## src/rtl/qte_pkg.sv

```systemverilog
// ----------------------------------------------------------------------------
// qte_pkg
// Shared widths, constants and types for the quaternion to euler angle block.
// ----------------------------------------------------------------------------
package qte_pkg;

	// default number of cordic micro-rotations
	localparam int CORDIC_STEPS_DEF = 16;
	localparam int ATAN_TABLE_LEN   = 32;

	// widths of the quadratic terms and the cordic datapath
	localparam int SUM_W  = 34;
	localparam int REM_W  = 61;
	localparam int ROOT_W = 31;
	localparam int CORD_W = 38;
	localparam int ANG_W  = 24;

	// pipeline depths of the fixed parts
	localparam int QUAD_LAT = 3;
	localparam int SQRT_LAT = 31;

	// angle constants
	localparam logic signed [ANG_W-1:0] HALF_PI_Q20 = 24'sd1647099;
	localparam int PI_Q13      = 25736;
	localparam int HALF_PI_Q13 = 12868;

	// atan(2^-i) at a 2^-20 scale
	localparam logic signed [ANG_W-1:0] ATAN_Q20 [ATAN_TABLE_LEN] = '{
		24'sd823550, 24'sd486170, 24'sd256879, 24'sd130396,
		24'sd65451,  24'sd32757,  24'sd16383,  24'sd8192,
		24'sd4096,   24'sd2048,   24'sd1024,   24'sd512,
		24'sd256,    24'sd128,    24'sd64,     24'sd32,
		24'sd16,     24'sd8,      24'sd4,      24'sd2,
		24'sd1,      24'sd0,      24'sd0,      24'sd0,
		24'sd0,      24'sd0,      24'sd0,      24'sd0,
		24'sd0,      24'sd0,      24'sd0,      24'sd0
	};

	// quadratic terms handed from the front end to the angle units
	typedef struct packed {
		logic signed [SUM_W-1:0] sr;
		logic signed [SUM_W-1:0] cr;
		logic signed [SUM_W-1:0] sy;
		logic signed [SUM_W-1:0] cy;
		logic signed [SUM_W-1:0] sp;
		logic                    clamp;
	} qte_terms_t;

endpackage

```

## src/rtl/qte_isqrt.sv

```systemverilog
// ----------------------------------------------------------------------------
// qte_isqrt
// Floor integer square root, one result bit per pipeline stage.
// ----------------------------------------------------------------------------
module qte_isqrt import qte_pkg::*; (
	input  logic               clk,
	input  logic               en,
	input  logic [REM_W-1:0]   rem,
	output logic [ROOT_W-1:0]  root
);

	logic [REM_W-1:0] n_s    [0:SQRT_LAT];
	logic [61:0]      root_s [0:SQRT_LAT];

	assign n_s[0]    = rem;
	assign root_s[0] = '0;

	// one digit step per stage, trial bit 4^(30-j)
	for (genvar j = 0; j < SQRT_LAT; j++) begin : g_step
		localparam logic [62:0] TRIAL = 63'(1) << (2 * (SQRT_LAT - 1 - j));
		logic [62:0] sum_c;
		assign sum_c = {1'b0, root_s[j]} + TRIAL;

		always_ff @(posedge clk) begin
			if (en) begin
				if ({2'b00, n_s[j]} >= sum_c) begin
					n_s[j+1]    <= REM_W'({2'b00, n_s[j]} - sum_c);
					root_s[j+1] <= 62'((root_s[j] >> 1) + TRIAL);
				end else begin
					n_s[j+1]    <= n_s[j];
					root_s[j+1] <= root_s[j] >> 1;
				end
			end
		end
	end

	assign root = root_s[SQRT_LAT][ROOT_W-1:0];

endmodule

```

## config.mk

```make
export PLATFORM = sky130hd
export DESIGN_NAME = qte_isqrt
export DESIGN_NICKNAME = d
export VERILOG_FILES = /design/src/rtl/qte_pkg.sv /design/src/rtl/qte_isqrt.sv
export SDC_FILE = /design/constraint.sdc
export NUM_CORES = 2
export LEC_CHECK = 0
export BUFFER_PORTS_ARGS = -buffer_cell sky130_fd_sc_hd__buf_2
export CAP_MARGIN = 20
export CORE_MARGIN = 2
export CORE_UTILIZATION = 26
export CTS_BUF_LIST = sky130_fd_sc_hd__clkbuf_8
export CTS_CLUSTER_DIAMETER = 100
export DETAILED_ROUTE_END_ITERATION = 7
export PLACE_DENSITY_LB_ADDON = 0.15
export SLEW_MARGIN = 20
export SYNTH_ARGS = -nofsm -noshare
export SYNTH_HDL_FRONTEND = slang
export SYNTH_SLANG_ARGS = --single-unit
```

## constraint.sdc

```tcl
create_clock -name clk -period 7.3 [get_ports clk]
set_input_delay 0.365 -clock clk [delete_from_list [all_inputs] [get_ports clk]]
set_output_delay 0.365 -clock clk [all_outputs]
set_load 0.1 [all_outputs]
```

==> key figures <==
Status
  • Status: completed

STA
  • Fin crit share: 0.655
  • Final setup fails: 0
  • Worst Tran Pin Value: 1130 ps
  • Setup Skew: 139 ps
  • Fin. Hold Viols: 0
  • Slew Viols, Final: 0
  • Rel. slew slack: 0.244
  • Setup TNS: 0 ps
  • RSZ-0062 raised after global routing: false
  • Final min period: 4780 ps
  • Highest Clock Rate: 209 MHz

Floorplan
  • Vert. Die Dim: 657 um
  • DIE WIDTH: 657 um
  • Cell row count: 239
  • Placeable core area: 0.424 mm^2
  • Starting Density: 0.262
  • Die area: 0.432 mm^2
  • Ports: 94

Route
  • DR vias/cell: 4.65
  • Post-route ant nets: 0
  • First-pass iteration count of the detailed router: 8
  • Residual DRC count: 0
  • WL/cell: 20.4 um
  • WL final: 311000 um
  • Total number of vias: 71027
  • DRT iter0 DRCs: 5427

Yosys
  • Post-synthesis compound-gate area fraction: 0.0912
  • Register bit total from synthesis: 2326
  • Post-Synth XOR/XNOR Area: 0.0622
  • Syn avg cell area: 12.7 um^2
  • EDFF count, synth: 2326
  • Number of library cell types mapped by synthesis: 100
  • Post-synthesis mux area share: 0.0114
  • Synth Net Count: 9333
  • Post-synth ARST share: 0
  • Largest family of logic cells by synthesized area: simple AND/OR/NAND/NOR gates
  • Post-synth top flop: edfxtp_1
  • Simple-gate share of the synthesized area: 0.119
  • YS warnings: 0
  • Mapped Area: 0.111 mm^2
  • Sequential fraction of the synthesis area: 0.629
  • Post-Synth Adder-Cell Area: 0.0589
  • Syn Inst Count: 8747

Clock network
  • Clock transition at path regs: 60 ps
  • CTS Buf Count: 419
  • Root buffer cell: clkbuf_8
  • Clk_lat worst skew: 1090 ps
  • Resized Gates After CTS: 0
  • Number of H-tree levels: 5
  • TritonCTS clock tree: yes
  • Maximum buffer depth of the clock tree: 4
  • Clock Sinks: 2326

Global route
  • Antenna violations before repair: 9
  • Largest net degree at the start of global routing: 204
  • First-pass GRT wire length: 465000 um
  • Vias in the first global route: 72202
  • Total grt overflow: 0
  • Total global-route track usage: 0.140

Cells and area
  • Filler Cell Count: 42902
  • Final Util: 0.301
  • NumNets Final: 9849
  • Area growth syn-to-layout: 14.9%
  • Final instance area: 0.128 mm^2
  • Commonest non-fill, non-tap cell in the layout: edfxtp_1
  • Share of cells above drive strength 1: 0.0848
  • Non-Filler Instances: 15271
  • Most frequent cells in the layout: edfxtp_1 (2326), inv_1 (791), nor2_1 (678), a21oi_1 (623), ha_1 (523)

Placement
  • Routability-driven placement congestion ratio: 0.837
  • Placed insts: 14381
  • Hpwl dp: 234000 um
  • # port buffers: 93
  • Area after DPL: 0.119 mm^2

Worst setup path
  • CP Max Fanout: 46
  • Arrival time worst endpoint: 5480 ps
  • Critical path required time: 8000 ps
  • Critical path class: reg -> reg
  • Worst setup SP type: flop
  • Crit end category: flop

Power and ir drop
  • Cell Pwr Density: 307 mW/mm^2
  • Overall power: 39.1 mW
  • Pleak: 47.4 nW
  • VDD IR-drop max: 0.147 mV

Job
  • Max-cap violation count: 0

Hold path
  • Hold Path Class: reg -> reg
final cells by class:
cell class / count / area (um^2) / share of cell area
repair buffers: 269 / 2280 / 0.0179
inverters: 646 / 2420 / 0.0190
clock inverters: 341 / 1900 / 0.0149
flip-flops and latches: 2326 / 69800 / 0.548
well taps: 5663 / 7090 / 0.0556
multi-input cells: 5601 / 38200 / 0.300
diodes: 4 / 10.0 / 0.0000785
clock buffers: 421 / 5790 / 0.0454
critical path, stage by stage (launching register included):
cell and delay [ps]:
edfxtp_1 510, or3_1 430, or4_1 760, nor4_1 730, a41oi_1 290, and3b_1 290
o31ai_4 90, buf_4 490, nand2_1 90, a21o_1 360, nor4_1 310, xor2_1 130
worst paths after layout:
| check | from | endpoint | slack (ps) | cells past startpoint |
|---|---|---|---|---|
| worst max-delay path | n_s[465] | n_s[418] | 2520 | 11 |
| worst min-delay path | root_s[449] | root_s[386] | 360 | 0 |
| worst max register to register | n_s[465] | n_s[418] | 2520 | 11 |
| worst min register to register | root_s[449] | root_s[386] | 360 | 0 |
cells in the mapped netlist (21+ instances only):
master	count	share of area
edfxtp_1	2326	0.63
nor2_1	678	0.023
inv_1	642	0.022
a21oi_1	623	0.028
ha_1	523	0.059
nand2_1	455	0.015
xnor2_1	433	0.034
xor2_1	355	0.028
o21ai_0	293	0.013
nor4_1	287	0.016
nor3_1	213	0.0096
a21o_1	198	0.013
clkbuf_1	153	0.0052
nand4_1	153	0.0086
nand3_1	141	0.0064
nand2b_1	97	0.0055
or3_1	97	0.0055
o21a_1	93	0.0063
or4_1	79	0.0053
mux2_2	77	0.0078
nor2b_1	67	0.0038
nor4b_1	50	0.0039
a31oi_1	41	0.0023
o21bai_1	41	0.0028
o211ai_1	36	0.0024
o31ai_1	35	0.0024
a211oi_1	33	0.0022
and3_1	33	0.0019
nand3b_1	30	0.0020
or2_2	30	0.0017
and2_1	26	0.0015
mux2_1	24	0.0024
nand4b_1	24	0.0019
and4_1	22	0.0017
nor3b_1	21	0.0014
state kept, by name, summed over array words and instances, names as in the netlist:
signal	cells
n_s	1830
root_s	465
root	31
through the flow:
step | setup slack [ps] | hold WS [ps]
3_3_place_gp | 2230 | 429
4_1_cts | 2300 | 225
2_1_floorplan | 3890 | 417
5_1_grt | 2100 | 290
3_5_place_dp | 2360 | 432
6_report | 2520 | 361
logic make-up after synthesis:
kind of cell             count (synthesis)
AND/OR/NAND/NOR                       2549
flip-flops                            2326
AO/OA/AOI/OAI                         1626
buffers and inverters                  820
XOR/XNOR                               788
adder cells (fa/ha/maj)                523
multiplexers                           114
other                                    1
where the power goes:
group / internal (mW) / total (mW) / switching, mW
Clock: 5.90 / 11.6 / 5.65
Sequential: 17.1 / 18.6 / 1.51
Combinational: 3.62 / 8.94 / 5.32
metal layers:
metal | vias up | share of wire | global-route usage
met5 | - | 0.00015 | 0
met4 | 6 | 0.029 | 0.0431
met3 | 518 | 0.037 | 0.0173
met2 | 1493 | 0.48 | 0.239
met1 | 35041 | 0.45 | 0.183
li1 | 33969 | - | -
timing repair:
item                                   CTS  global route
endpoints found under the hold margin  122             0
buffers inserted                         0             0
setup endpoints to repair                0             0
hold buffers                           123             0
No activity file was read; power rests on OpenSTA's default activity.
